`config.mk`:
```
export PLATFORM = sky130hd
export DESIGN_NAME = dirty_rect_coalescer_flat
export DESIGN_NICKNAME = d
export VERILOG_FILES = /design/src/drc_pkg.sv /design/src/drc_req_if.sv /design/src/drc_rsp_if.sv /design/src/drc_ram.sv /design/src/drc_datapath.sv /design/src/drc_ctrl.sv /design/src/dirty_rect_coalescer.sv /design/src/flat_wrapper.sv
export SDC_FILE = /design/constraint.sdc
export NUM_CORES = 2
export LEC_CHECK = 0
export BUFFER_PORTS_ARGS = -buffer_cell sky130_fd_sc_hd__buf_4
export CAP_MARGIN = 10
export CELL_PAD_IN_SITES_DETAIL_PLACEMENT = 1
export CELL_PAD_IN_SITES_GLOBAL_PLACEMENT = 1
export CORE_UTILIZATION = 24
export DETAILED_ROUTE_END_ITERATION = 8
export HOLD_SLACK_MARGIN = 0.03
export PLACE_DENSITY = 0.39
export REMOVE_ABC_BUFFERS = 1
export SLEW_MARGIN = 5
export SYNTH_ARGS = -nofsm -noshare
export SYNTH_HDL_FRONTEND = slang
export SYNTH_SLANG_ARGS = --single-unit
```
`constraint.sdc`:
```
create_clock -name clk_i -period 9.4 [get_ports clk_i]
set_clock_uncertainty 0.05 [all_clocks]
set_input_delay 0.47 -clock clk_i [delete_from_list [all_inputs] [get_ports clk_i]]
set_output_delay 0.47 -clock clk_i [all_outputs]
set_load 0.005 [all_outputs]
```
`src/drc_pkg.sv`:
```
// Shared types, codes and box arithmetic for the dirty rectangle coalescer.
// No dependencies; every other file but drc_ram uses this package.
package drc_pkg;

  localparam int MAX_RECTS = 64;
  localparam int CRD_W     = 12;
  localparam int EXT_W     = 13;
  localparam int SPAN_W    = 14;
  localparam int IDX_W     = 6;
  localparam int CNT_W     = 7;

  typedef enum logic [1:0] {
    OP_CLEAR = 2'd0,
    OP_ADD   = 2'd1,
    OP_COAL  = 2'd2,
    OP_READ  = 2'd3
  } op_e;

  typedef enum logic [1:0] {
    ST_OK     = 2'd0,
    ST_REJECT = 2'd1,
    ST_RANGE  = 2'd2
  } status_e;

  typedef struct packed {
    logic [CRD_W-1:0] x;
    logic [CRD_W-1:0] y;
    logic [EXT_W-1:0] w;
    logic [EXT_W-1:0] h;
  } box_t;

  typedef enum logic [3:0] {
    DP_NOP,
    DP_CLEAR,
    DP_ADD,
    DP_READ,
    DP_READ_CAP,
    DP_PASS_START,
    DP_LOAD_I,
    DP_TAKE_I,
    DP_LOAD_J,
    DP_WB,
    DP_CMP,
    DP_SH_RD,
    DP_SH_WR,
    DP_DONE
  } dp_cmd_e;

  typedef struct packed {
    logic i_end;
    logic j_end;
    logic meet;
    logic tail_j;
    logic tail_k;
    logic changed;
    logic idx_ok;
  } dp_sts_t;

  // Overlap or shared edge: no gap between the two boxes on either axis.
  function automatic logic boxes_meet(box_t p, box_t q);
    logic [SPAN_W-1:0] p_xe, q_xe, p_ye, q_ye;
    p_xe = SPAN_W'(p.x) + SPAN_W'(p.w);
    q_xe = SPAN_W'(q.x) + SPAN_W'(q.w);
    p_ye = SPAN_W'(p.y) + SPAN_W'(p.h);
    q_ye = SPAN_W'(q.y) + SPAN_W'(q.h);
    return !((SPAN_W'(p.x) > q_xe) || (SPAN_W'(q.x) > p_xe) ||
             (SPAN_W'(p.y) > q_ye) || (SPAN_W'(q.y) > p_ye));
  endfunction

  // Bounding box, extents saturate at the field maximum.
  function automatic box_t box_absorb(box_t p, box_t q);
    logic [SPAN_W-1:0] p_xe, q_xe, p_ye, q_ye, hi_x, hi_y, nw, nh;
    logic [CRD_W-1:0]  lo_x, lo_y;
    box_t              r;
    p_xe = SPAN_W'(p.x) + SPAN_W'(p.w);
    q_xe = SPAN_W'(q.x) + SPAN_W'(q.w);
    p_ye = SPAN_W'(p.y) + SPAN_W'(p.h);
    q_ye = SPAN_W'(q.y) + SPAN_W'(q.h);
    lo_x = (p.x < q.x) ? p.x : q.x;
    lo_y = (p.y < q.y) ? p.y : q.y;
    hi_x = (p_xe > q_xe) ? p_xe : q_xe;
    hi_y = (p_ye > q_ye) ? p_ye : q_ye;
    nw   = hi_x - SPAN_W'(lo_x);
    nh   = hi_y - SPAN_W'(lo_y);
    r.x  = lo_x;
    r.y  = lo_y;
    r.w  = nw[SPAN_W-1] ? {EXT_W{1'b1}} : nw[EXT_W-1:0];
    r.h  = nh[SPAN_W-1] ? {EXT_W{1'b1}} : nh[EXT_W-1:0];
    return r;
  endfunction

endpackage

```
`src/drc_req_if.sv`:
```
// Request channel of the dirty rectangle coalescer: valid/ready plus operation fields.
// Depends on drc_pkg for field widths.
interface drc_req_if;
  logic                            valid;
  logic                            ready;
  logic [1:0]                      opcode;
  logic [drc_pkg::CRD_W-1:0]       rect_x;
  logic [drc_pkg::CRD_W-1:0]       rect_y;
  logic [drc_pkg::EXT_W-1:0]       rect_w;
  logic [drc_pkg::EXT_W-1:0]       rect_h;
  logic [drc_pkg::IDX_W-1:0]       entry_index;

  modport source (output valid, opcode, rect_x, rect_y, rect_w, rect_h, entry_index,
                  input ready);
  modport sink   (input valid, opcode, rect_x, rect_y, rect_w, rect_h, entry_index,
                  output ready);
endinterface

```
`src/drc_rsp_if.sv`:
```
// Result channel of the dirty rectangle coalescer: valid/ready plus result fields.
// Depends on drc_pkg for field widths.
interface drc_rsp_if;
  logic                            valid;
  logic                            ready;
  logic [1:0]                      status;
  logic [drc_pkg::CNT_W-1:0]       entry_count;
  logic [drc_pkg::CRD_W-1:0]       out_x;
  logic [drc_pkg::CRD_W-1:0]       out_y;
  logic [drc_pkg::EXT_W-1:0]       out_w;
  logic [drc_pkg::EXT_W-1:0]       out_h;

  modport source (output valid, status, entry_count, out_x, out_y, out_w, out_h,
                  input ready);
  modport sink   (input valid, status, entry_count, out_x, out_y, out_w, out_h,
                  output ready);
endinterface

```
`src/drc_ram.sv`:
```
// Generic single write, single read RAM with registered read data.
// No dependencies.
module drc_ram #(
  parameter int Width = 50,
  parameter int Depth = 64
) (
  input  logic                     clk_i,
  input  logic                     we_i,
  input  logic [$clog2(Depth)-1:0] waddr_i,
  input  logic [Width-1:0]         wdata_i,
  input  logic [$clog2(Depth)-1:0] raddr_i,
  output logic [Width-1:0]         rdata_o
);
  logic [Width-1:0] mem_q [Depth];
  logic [Width-1:0] rdata_q;

  always_ff @(posedge clk_i) begin
    if (we_i) begin
      mem_q[waddr_i] <= wdata_i;
    end
    rdata_q <= mem_q[raddr_i];
  end

  assign rdata_o = rdata_q;
endmodule

```
`src/drc_datapath.sv`:
```
// Datapath: rectangle table, list count, pass indexes, merge logic and result register.
// Depends on drc_pkg and drc_ram; driven by commands from drc_ctrl.
module drc_datapath #(
  parameter int MaxRects = drc_pkg::MAX_RECTS
) (
  input  logic                          clk_i,
  input  logic                          rst_ni,
  input  drc_pkg::dp_cmd_e              cmd_i,
  output drc_pkg::dp_sts_t              sts_o,
  input  logic [drc_pkg::CRD_W-1:0]     rect_x_i,
  input  logic [drc_pkg::CRD_W-1:0]     rect_y_i,
  input  logic [drc_pkg::EXT_W-1:0]     rect_w_i,
  input  logic [drc_pkg::EXT_W-1:0]     rect_h_i,
  input  logic [drc_pkg::IDX_W-1:0]     entry_index_i,
  output logic [1:0]                    status_o,
  output logic [drc_pkg::CNT_W-1:0]     entry_count_o,
  output logic [drc_pkg::CRD_W-1:0]     out_x_o,
  output logic [drc_pkg::CRD_W-1:0]     out_y_o,
  output logic [drc_pkg::EXT_W-1:0]     out_w_o,
  output logic [drc_pkg::EXT_W-1:0]     out_h_o
);
  import drc_pkg::*;

  localparam int CW = $clog2(MaxRects + 1);
  localparam int AW = $clog2(MaxRects);
  localparam int XW = (CW > IDX_W) ? CW : IDX_W;
  localparam int BW = $bits(box_t);

  logic [CW-1:0] count_q, count_d;
  logic [CW-1:0] i_q, i_d, j_q, j_d, k_q, k_d;
  logic          changed_q, changed_d;
  box_t          cur_q, cur_d;
  status_e       res_status_q, res_status_d;
  box_t          res_box_q, res_box_d;

  logic          we;
  logic [AW-1:0] waddr, raddr;
  box_t          wdata, rdata;
  logic [BW-1:0] rdata_raw;

  logic          add_ok, idx_ok, meet, tail_j, tail_k;
  logic [XW-1:0] idx_ext, cnt_ext;
  logic [CW:0]   j_next, k_next2;

  drc_ram #(.Width(BW), .Depth(MaxRects)) u_table (
    .clk_i   (clk_i),
    .we_i    (we),
    .waddr_i (waddr),
    .wdata_i (wdata),
    .raddr_i (raddr),
    .rdata_o (rdata_raw)
  );
  assign rdata = box_t'(rdata_raw);

  assign idx_ext = XW'(entry_index_i);
  assign cnt_ext = XW'(count_q);
  assign idx_ok  = idx_ext < cnt_ext;
  assign add_ok  = (rect_w_i != '0) && (rect_h_i != '0) && (count_q != CW'(MaxRects));
  assign meet    = boxes_meet(cur_q, rdata);
  assign j_next  = {1'b0, j_q} + (CW+1)'(1);
  assign k_next2 = {1'b0, k_q} + (CW+1)'(2);
  assign tail_j  = j_next < {1'b0, count_q};
  assign tail_k  = k_next2 < {1'b0, count_q};

  assign sts_o.i_end   = i_q >= count_q;
  assign sts_o.j_end   = j_q >= count_q;
  assign sts_o.meet    = meet;
  assign sts_o.tail_j  = tail_j;
  assign sts_o.tail_k  = tail_k;
  assign sts_o.changed = changed_q;
  assign sts_o.idx_ok  = idx_ok;

  always_comb begin
    count_d      = count_q;
    i_d          = i_q;
    j_d          = j_q;
    k_d          = k_q;
    changed_d    = changed_q;
    cur_d        = cur_q;
    res_status_d = res_status_q;
    res_box_d    = res_box_q;
    we           = 1'b0;
    waddr        = i_q[AW-1:0];
    wdata        = cur_q;
    raddr        = i_q[AW-1:0];
    case (cmd_i)
      DP_CLEAR: begin
        count_d      = '0;
        res_status_d = ST_OK;
        res_box_d    = '0;
      end
      DP_ADD: begin
        res_box_d = '0;
        if (add_ok) begin
          we           = 1'b1;
          waddr        = count_q[AW-1:0];
          wdata        = '{x: rect_x_i, y: rect_y_i, w: rect_w_i, h: rect_h_i};
          count_d      = count_q + CW'(1);
          res_status_d = ST_OK;
        end else begin
          res_status_d = ST_REJECT;
        end
      end
      DP_READ: begin
        raddr = AW'(entry_index_i);
        if (!idx_ok) begin
          res_status_d = ST_RANGE;
          res_box_d    = '0;
        end
      end
      DP_READ_CAP: begin
        res_status_d = ST_OK;
        res_box_d    = rdata;
      end
      DP_PASS_START: begin
        i_d       = '0;
        changed_d = 1'b0;
      end
      DP_LOAD_I: raddr = i_q[AW-1:0];
      DP_TAKE_I: begin
        cur_d = rdata;
        j_d   = i_q + CW'(1);
      end
      DP_LOAD_J: raddr = j_q[AW-1:0];
      DP_WB: begin
        we  = 1'b1;
        i_d = i_q + CW'(1);
      end
      DP_CMP: begin
        if (meet) begin
          cur_d     = box_absorb(cur_q, rdata);
          changed_d = 1'b1;
          k_d       = j_q;
          if (!tail_j) begin
            count_d = count_q - CW'(1);
          end
        end else begin
          j_d = j_q + CW'(1);
        end
      end
      // shift the tail down one slot over the absorbed entry
      DP_SH_RD: raddr = AW'(k_q + CW'(1));
      DP_SH_WR: begin
        we    = 1'b1;
        waddr = k_q[AW-1:0];
        wdata = rdata;
        k_d   = k_q + CW'(1);
        if (!tail_k) begin
          count_d = count_q - CW'(1);
        end
      end
      DP_DONE: begin
        res_status_d = ST_OK;
        res_box_d    = '0;
      end
      default: ;
    endcase
  end

  always_ff @(posedge clk_i or negedge rst_ni) begin
    if (!rst_ni) begin
      count_q   <= '0;
      i_q       <= '0;
      j_q       <= '0;
      k_q       <= '0;
      changed_q <= 1'b0;
    end else begin
      count_q   <= count_d;
      i_q       <= i_d;
      j_q       <= j_d;
      k_q       <= k_d;
      changed_q <= changed_d;
    end
  end

  always_ff @(posedge clk_i) begin
    cur_q        <= cur_d;
    res_status_q <= res_status_d;
    res_box_q    <= res_box_d;
  end

  assign status_o      = res_status_q;
  assign entry_count_o = CNT_W'(count_q);
  assign out_x_o       = res_box_q.x;
  assign out_y_o       = res_box_q.y;
  assign out_w_o       = res_box_q.w;
  assign out_h_o       = res_box_q.h;

`ifndef SYNTH
  a_count_bound: assert property (@(posedge clk_i) disable iff (!rst_ni)
    count_q <= CW'(MaxRects))
    else $error("list count above capacity");
  a_pair_order: assert property (@(posedge clk_i) disable iff (!rst_ni)
    (cmd_i == DP_CMP) |-> (j_q > i_q && j_q < count_q))
    else $error("pair compare outside list or out of order");
  a_shift_range: assert property (@(posedge clk_i) disable iff (!rst_ni)
    (cmd_i == DP_SH_WR) |-> ({1'b0, k_q} + (CW+1)'(1) < {1'b0, count_q}))
    else $error("tail shift past end of list");
`endif
endmodule

```
`src/drc_ctrl.sv`:
```
// Controller: request handshake, result valid, and the coalesce pass sequencer.
// Depends on drc_pkg; issues one datapath command per cycle.
module drc_ctrl (
  input  logic             clk_i,
  input  logic             rst_ni,
  input  logic             req_valid_i,
  output logic             req_ready_o,
  input  logic [1:0]       req_opcode_i,
  output logic             rsp_valid_o,
  input  logic             rsp_ready_i,
  output drc_pkg::dp_cmd_e cmd_o,
  input  drc_pkg::dp_sts_t sts_i
);
  import drc_pkg::*;

  typedef enum logic [2:0] {
    S_IDLE,
    S_RD_CAP,
    S_LOAD_I,
    S_TAKE_I,
    S_LOAD_J,
    S_CMP,
    S_SH_RD,
    S_SH_WR
  } state_e;

  state_e  state_q, state_d;
  logic    out_valid_q;
  logic    load;
  logic    accept;
  dp_cmd_e cmd;

  assign req_ready_o = (state_q == S_IDLE) && (!out_valid_q || rsp_ready_i);
  assign accept      = req_valid_i && req_ready_o;

  always_comb begin
    state_d = state_q;
    cmd     = DP_NOP;
    load    = 1'b0;
    case (state_q)
      S_IDLE: begin
        if (accept) begin
          case (op_e'(req_opcode_i))
            OP_CLEAR: begin
              cmd  = DP_CLEAR;
              load = 1'b1;
            end
            OP_ADD: begin
              cmd  = DP_ADD;
              load = 1'b1;
            end
            OP_COAL: begin
              cmd     = DP_PASS_START;
              state_d = S_LOAD_I;
            end
            OP_READ: begin
              cmd = DP_READ;
              if (sts_i.idx_ok) begin
                state_d = S_RD_CAP;
              end else begin
                load = 1'b1;
              end
            end
            default: ;
          endcase
        end
      end
      S_RD_CAP: begin
        cmd     = DP_READ_CAP;
        load    = 1'b1;
        state_d = S_IDLE;
      end
      S_LOAD_I: begin
        if (!sts_i.i_end) begin
          cmd     = DP_LOAD_I;
          state_d = S_TAKE_I;
        end else if (sts_i.changed) begin
          cmd = DP_PASS_START;
        end else begin
          cmd     = DP_DONE;
          load    = 1'b1;
          state_d = S_IDLE;
        end
      end
      S_TAKE_I: begin
        cmd     = DP_TAKE_I;
        state_d = S_LOAD_J;
      end
      S_LOAD_J: begin
        if (sts_i.j_end) begin
          cmd     = DP_WB;
          state_d = S_LOAD_I;
        end else begin
          cmd     = DP_LOAD_J;
          state_d = S_CMP;
        end
      end
      S_CMP: begin
        cmd     = DP_CMP;
        state_d = (sts_i.meet && sts_i.tail_j) ? S_SH_RD : S_LOAD_J;
      end
      S_SH_RD: begin
        cmd     = DP_SH_RD;
        state_d = S_SH_WR;
      end
      S_SH_WR: begin
        cmd     = DP_SH_WR;
        state_d = sts_i.tail_k ? S_SH_RD : S_LOAD_J;
      end
      default: state_d = S_IDLE;
    endcase
  end

  always_ff @(posedge clk_i or negedge rst_ni) begin
    if (!rst_ni) begin
      state_q     <= S_IDLE;
      out_valid_q <= 1'b0;
    end else begin
      state_q <= state_d;
      if (load) begin
        out_valid_q <= 1'b1;
      end else if (rsp_ready_i) begin
        out_valid_q <= 1'b0;
      end
    end
  end

  assign cmd_o       = cmd;
  assign rsp_valid_o = out_valid_q;

`ifndef SYNTH
  a_busy_no_result: assert property (@(posedge clk_i) disable iff (!rst_ni)
    (state_q != S_IDLE && state_q != S_RD_CAP) |-> !out_valid_q)
    else $error("result pending while coalescing");
  a_clear_result: assert property (@(posedge clk_i) disable iff (!rst_ni)
    (accept && op_e'(req_opcode_i) == OP_CLEAR) |=> (out_valid_q && state_q == S_IDLE))
    else $error("clear gave no result");
  a_read_result: assert property (@(posedge clk_i) disable iff (!rst_ni)
    (state_q == S_RD_CAP) |=> out_valid_q)
    else $error("read capture gave no result");
`endif
endmodule

```
`src/dirty_rect_coalescer.sv`:
```
// Dirty rectangle coalescer: a bounded list of cell rectangles with clear, add, read and
// coalesce operations, one result per request. Clear, add and an out-of-range read load
// their result on acceptance; an in-range read loads it in S_RD_CAP after the table read.
// Coalesce repeats passes until one merges nothing; it starts the first pass in the accept
// cycle, then loads, takes and writes back each outer entry, loads and compares each pair,
// reads and writes each entry moved down after a merge, and closes each pass in S_LOAD_I.
// The pace is set by the single read port of the rectangle table, which every compare and
// every tail move goes through. A finished result waits in an output register; the next
// request is taken in the cycle that result is taken.
// Depends on drc_pkg, drc_req_if, drc_rsp_if, drc_ram, drc_datapath and drc_ctrl.
module dirty_rect_coalescer #(
  parameter int MaxRects = drc_pkg::MAX_RECTS
) (
  input  logic    clk_i,
  input  logic    rst_ni,
  drc_req_if.sink   req_i,
  drc_rsp_if.source rsp_o
);
  import drc_pkg::*;

  dp_cmd_e cmd;
  dp_sts_t sts;

  drc_ctrl u_ctrl (
    .clk_i        (clk_i),
    .rst_ni       (rst_ni),
    .req_valid_i  (req_i.valid),
    .req_ready_o  (req_i.ready),
    .req_opcode_i (req_i.opcode),
    .rsp_valid_o  (rsp_o.valid),
    .rsp_ready_i  (rsp_o.ready),
    .cmd_o        (cmd),
    .sts_i        (sts)
  );

  drc_datapath #(.MaxRects(MaxRects)) u_dp (
    .clk_i         (clk_i),
    .rst_ni        (rst_ni),
    .cmd_i         (cmd),
    .sts_o         (sts),
    .rect_x_i      (req_i.rect_x),
    .rect_y_i      (req_i.rect_y),
    .rect_w_i      (req_i.rect_w),
    .rect_h_i      (req_i.rect_h),
    .entry_index_i (req_i.entry_index),
    .status_o      (rsp_o.status),
    .entry_count_o (rsp_o.entry_count),
    .out_x_o       (rsp_o.out_x),
    .out_y_o       (rsp_o.out_y),
    .out_w_o       (rsp_o.out_w),
    .out_h_o       (rsp_o.out_h)
  );
endmodule

```
`src/flat_wrapper.sv`:
```
// flat-port wrapper written by rule: the top's interface ports become plain ports
module dirty_rect_coalescer_flat import drc_pkg::*;
#(
  parameter int MaxRects = drc_pkg::MAX_RECTS
)
  (clk_i, rst_ni, req_i_valid, req_i_opcode, req_i_rect_x, req_i_rect_y, req_i_rect_w, req_i_rect_h, req_i_entry_index, req_i_ready, rsp_o_valid, rsp_o_status, rsp_o_entry_count, rsp_o_out_x, rsp_o_out_y, rsp_o_out_w, rsp_o_out_h, rsp_o_ready);
  drc_req_if req_i_i ();
  drc_rsp_if rsp_o_i ();
  input  logic clk_i;
  input  logic rst_ni;
  input wire logic [$bits(req_i_i.valid)-1:0] req_i_valid;
  input wire logic [$bits(req_i_i.opcode)-1:0] req_i_opcode;
  input wire logic [$bits(req_i_i.rect_x)-1:0] req_i_rect_x;
  input wire logic [$bits(req_i_i.rect_y)-1:0] req_i_rect_y;
  input wire logic [$bits(req_i_i.rect_w)-1:0] req_i_rect_w;
  input wire logic [$bits(req_i_i.rect_h)-1:0] req_i_rect_h;
  input wire logic [$bits(req_i_i.entry_index)-1:0] req_i_entry_index;
  output wire logic [$bits(req_i_i.ready)-1:0] req_i_ready;
  output wire logic [$bits(rsp_o_i.valid)-1:0] rsp_o_valid;
  output wire logic [$bits(rsp_o_i.status)-1:0] rsp_o_status;
  output wire logic [$bits(rsp_o_i.entry_count)-1:0] rsp_o_entry_count;
  output wire logic [$bits(rsp_o_i.out_x)-1:0] rsp_o_out_x;
  output wire logic [$bits(rsp_o_i.out_y)-1:0] rsp_o_out_y;
  output wire logic [$bits(rsp_o_i.out_w)-1:0] rsp_o_out_w;
  output wire logic [$bits(rsp_o_i.out_h)-1:0] rsp_o_out_h;
  input wire logic [$bits(rsp_o_i.ready)-1:0] rsp_o_ready;
  assign req_i_i.valid = req_i_valid;
  assign req_i_i.opcode = req_i_opcode;
  assign req_i_i.rect_x = req_i_rect_x;
  assign req_i_i.rect_y = req_i_rect_y;
  assign req_i_i.rect_w = req_i_rect_w;
  assign req_i_i.rect_h = req_i_rect_h;
  assign req_i_i.entry_index = req_i_entry_index;
  assign req_i_ready = req_i_i.ready;
  assign rsp_o_valid = rsp_o_i.valid;
  assign rsp_o_status = rsp_o_i.status;
  assign rsp_o_entry_count = rsp_o_i.entry_count;
  assign rsp_o_out_x = rsp_o_i.out_x;
  assign rsp_o_out_y = rsp_o_i.out_y;
  assign rsp_o_out_w = rsp_o_i.out_w;
  assign rsp_o_out_h = rsp_o_i.out_h;
  assign rsp_o_i.ready = rsp_o_ready;
  dirty_rect_coalescer #(.MaxRects(MaxRects)) u_core (.clk_i(clk_i), .rst_ni(rst_ni), .req_i(req_i_i), .rsp_o(rsp_o_i));
endmodule
```
* After elaboration in Yosys (flattened, before gate mapping) *
Memories as Yosys holds them, arrays and structs flattened. A register that Yosys moved wholly into a read port is not among the register bits.
Cells that the tools add are included.

word-level totals
  memories kept = 1
  RAM bits = 3200
  word-level logic and storage cells = 168
  output and inout port bits = 61
  register bits after elaboration = 135

operators by class
  reduce and logical (&&, ||, !) cells = 35
  $add $sub $neg = 13
  multiplexer cells = 57
  magnitude comparators = 13
  equal/unequal tests = 33

memories
  name                       depth  width  read ports  clocked after memory_dff  wr ports  RTL line       RTL
  u_core.u_dp.u_table.mem_q  64     50     1           1                         1         drc_ram.sv:14  logic [Width-1:0] mem_q [Depth];

operators with widths
  kind                 number
  $pmux 50 s2          2
  $mux 50              3
  $pmux 50 s3          1
  $add 12x13->14       4
  $gt 12x14->1         4
  $mux 7               6
  $pmux 7 s2           3
  $pmux 4 s8           1
  $add 7x1->7 const B  4
  $gt 14x14->1         2
  $mux 14              2
  $pmux 7 s4           1
  $sub 14x12->14       2
  $mux 13              2
  $reduce_bool 13->1   2
  $eq 4x4->1 const B   6
  $lt 12x12->1         2
  $mux 12              2
  $pmux 3 s8           1
  $pmux 6 s3           1
  $lt 8x7->1           2
  $pmux 4 s4           1
  $mux 3               5
  $ge 7x7->1           2
  other kinds (38)     90

* Logic depth before layout (Yosys ltp) *
  depth in word-level cells = 11
  mapped depth = 32
  gate-level depth less buffers = 30

* Hierarchy *
Synthesis repeated with hierarchy kept, for this count alone.

second synthesis, totals
  cell total of the unflattened synthesis = 7197
  area total of the unflattened synthesis = 137740.9 um^2

modules (own cells, without submodules)
  module        cells an instance  area each (um^2)  instances  sequential area each (um^2)
  drc_ram       5457               122950.4          1          97093.1
  drc_datapath  1693               14408.8           1          3788.6
  drc_ctrl      47                 381.6             1          100.1

* Least setup slack after synthesis *
No wires, ideal clock.

  kind = register to register
  from = register u_core.u_dp.cur_q[38] (netlist bit)
  to = register u_core.u_dp.cur_q[18] (netlist bit), data pin
  slack = 2799 ps
  stages on the path, launching flop included = 30
  library setup time = 261 ps
  data arrival time = 6291 ps
  period minus slack after synthesis = 6601 ps
  cells stage by stage = edfxtp_1 ha_1 fa_1 a21oi_1 nor2_1 nor4_1 nor2_1 a21oi_1 o21bai_1 xor2_1 ha_1 maj3_2 a31o_1 a211oi_4 nor2_2 clkbuf_1 nand2_1 o21ai_0 ha_1 o21ai_0 a21oi_1 o41ai_1 o211ai_1 o21a_1 o21a_1 or2_2 or4_1 o211ai_2 buf_4 o22ai_1

RTL lines
  item                    RTL line             RTL
  start, declared         drc_datapath.sv:32   box_t cur_q, cur_d;
  start signal, assigned  drc_datapath.sv:177  cur_q <= cur_d;

==> impl_results.md <==
- Outcome: completed
- GRT Util Overall: 21.72%
- Antenna violations before repair: 81
- Post-CTS Hold Buffers: 8
- Crit. End Element: register
- Root buf cell: clkbuf_16
- Cells after synthesis: 11000
- Worst slew margin: 6.329%
- Final-report max-slew violation count: 0
- FF-to-FF setup slack: 1.17 ns
- Placed Cells incl. Taps: 18570
- Vias: 95670
- Post-Place Cell Area: 0.1528 mm²
- Area leader, netlist: edfxtp_1
- Initial Util: 24.08%
- #FFs+latches synth: 3385
- WP data arrival: 8.89 ns
- Synth cell count leaders: edfxtp_1, nand2_1, nand3_1
- Die footprint: 0.5861 mm²
- Share of layout cells above drive strength 1: 10.81%
- Die Y: 765.6 µm
- Largest net degree at the start of global routing: 134
- CORE AREA: 0.5812 mm²
- Most common cell in the netlist: edfxtp_1
- Num rows: 280
- GP Congestion: 0.8190
- Fin cells: 19380
- Async S/R FF share, synth: 0.9749%
- Worst Hold Class: input pin to register
- Max-Cap Viols: 0
- Busiest grt layer: met2
- Number of synthesized flops with an enable pin: 3302
- Clock buffer depth: 4
- Count of cell types in the netlist: 102
- Worst Path Required: 10.06 ns
- Post-Route WL: 654200 µm
- Fin util: 28.50%
- IO buf count: 122
- CTS Buf Count: 409
- Post-CTS sizing: 0
- Post-Syn Area: 0.1399 mm²
- Final Setup Violations: 0
- Sequential area share after synthesis: 72.16%
- Vias per cell: 4.937
- Area share of the leading cell type in the synthesized netlist: 70.86%
- Minimum clock period: 8.228 ns
- Post-route clock period utilization: 87.53%
- WL per Instance: 33.76 µm
- Fmax: 121.5 MHz
- Fin nets: 11510
- IO Count: 123
- RSZ-0062 raised after global routing: false
- P&R area growth vs syn: 18.38%
- CP Launch Type: register
- Synth top area cells: edfxtp_1, nand2_1, nand3_1
- Vias in the first global route: 96170
- H-Tree Depth: 5
- Yosys warnings: 0
- Grt met1 use: 30.95%
- CTS sink cnt: 3385
- DRT iter0 DRCs: 9162
- CP max stage delay: 0.60 ns
- CTS clk-pin slew, worst paths: 0.06 ns
- Largest fanout on the critical path: 11
- DRT Pass-1 Iters: 7
- Residual DRC: 0
- Design Area, Final: 0.1657 mm²
- Hold Fails Final Rpt: 0
- Slowest CP cell: nor4_1
- Clk_lat worst skew: 1.03 ns
- DRT antenna net count: 0
- Worst slew pin tran: 1.405 ns
- Post-CTS setup buffer count: 0
- Met2 usage: 35.37%
- Crit path kind: register to register
- Dominant synthesized flop cell: edfxtp_1
- Global-route wire length before repair: 876700 µm
- GR Util met3: 2.478%
- CTS tree: yes
- GR Overflow Total: 0
- Syn avg cell area: 12.72 µm²
- Die Wd: 765.6 µm
- HPWL after DPL: 381900 µm
==> layout by cell type (no fill, tap or decap), types with 37 or more instances in the layout <==
cell type / instances
clkbuf_16: 412
clkbuf_1: 117
a311oi_1: 48
clkinv_1: 94
a21oi_1: 115
clkinv_2: 65
nor2_4: 68
nand4_1: 256
nand3_1: 1461
a22oi_1: 59
dfxtp_1: 50
nand2_1: 3172
xnor2_1: 51
and2_1: 37
buf_12: 105
ha_1: 202
a21o_1: 53
buf_4: 377
mux2i_1: 157
a31oi_1: 302
diode_2: 40
edfxtp_1: 3302
and3_1: 71
inv_1: 100
nor2_1: 103
o21ai_0: 103
==> per-stage QoR <==
step / TNS (ns) / setup WS, ns / hold slack, ns
6_report: 0 / 1.172 / 0.1151
5_1_grt: 0 / 0.5482 / 0.1020
4_1_cts: 0 / 1.026 / 0.03233
3_5_place_dp: 0 / 1.064 / 0.4368
3_3_place_gp: 0 / 1.022 / 0.4320
2_1_floorplan: -4876.84 / -17.27 / 0.1244
==> sequential cells by signal (all words and copies together), names as in the netlist <==
| register | cells |
|---|---|
| u_core.u_ctrl.rsp_valid_o | 1 |
| u_core.u_ctrl.state_q | 3 |
| u_core.u_dp.changed_q | 1 |
| u_core.u_dp.cur_q | 50 |
| u_core.u_dp.entry_count_o | 7 |
| u_core.u_dp.i_q | 7 |
| u_core.u_dp.j_q | 7 |
| u_core.u_dp.k_q | 7 |
| u_core.u_dp.out_h_o | 13 |
| u_core.u_dp.out_w_o | 13 |
| u_core.u_dp.out_x_o | 12 |
| u_core.u_dp.out_y_o | 12 |
| u_core.u_dp.status_o | 2 |
| u_core.u_dp.u_table.mem_q | 3200 |
| u_core.u_dp.u_table.rdata_o | 50 |
==> cell families after synthesis <==
family / after synthesis / synth area share [%]
buffers and inverters: 770 / 2.279
muxes: 187 / 1.388
DFF: 3385 / 72.16
adders and majority gates: 212 / 1.930
AOI/OAI and AO/OA: 993 / 5.005
xor gates and xnor gates: 88 / 0.5857
and+or+nand+nor: 5365 / 16.65
==> worst max-delay path, delay by kind of cell, from the launching register on <==
kind                       cells  cell delay (ns)
buffers and inverters          2             0.43
DFF                            1             0.45
adders and majority gates      4             1.22
AOI/OAI and AO/OA             14             2.54
xor gates and xnor gates       1             0.37
and+or+nand+nor                9             2.86
==> final timing paths <==
check / end / depth (start not counted) / from
min in group asynchronous: u_core.u_dp.k_q[5] / 4 / rst_ni
worst min register to register: u_core.u_dp.changed_q / 1 / u_core.u_dp.changed_q
max in group asynchronous: u_core.u_ctrl.state_q[1] / 4 / rst_ni
worst max-delay path: u_core.u_dp.cur_q[14] / 30 / u_core.u_dp.cur_q[38]
worst max register to register: u_core.u_dp.cur_q[14] / 30 / u_core.u_dp.cur_q[38]
worst min-delay path: u_core.u_dp.u_table.mem_q[1][48] / 3 / req_i_rect_x[10]
==> layer usage <==
metal / share of wire, % / vias to the layer above / wire [µm]
met3: 4.6 / 631 / 30170
met5: 0.0084 / - / 55
li1: - / 41170 / -
met2: 47 / 2578 / 304300
met1: 46 / 51280 / 303200
met4: 2.5 / 8 / 16480
==> final cells by class <==
class / count / area (µm²)
sequential: 3385 / 101000
antenna: 40 / 100.1
inverter: 102 / 382.9
fill: 62410 / 415500
clock buffer: 543 / 10940
multi-input combinational: 6845 / 36750
clock inverter: 215 / 1742
timing repair buffer: 492 / 5056
tap: 7755 / 9703
Power is left out: the tool's default activity adds up to more than one toggle a clock period on the data nets, which glitch-free logic cannot reach.
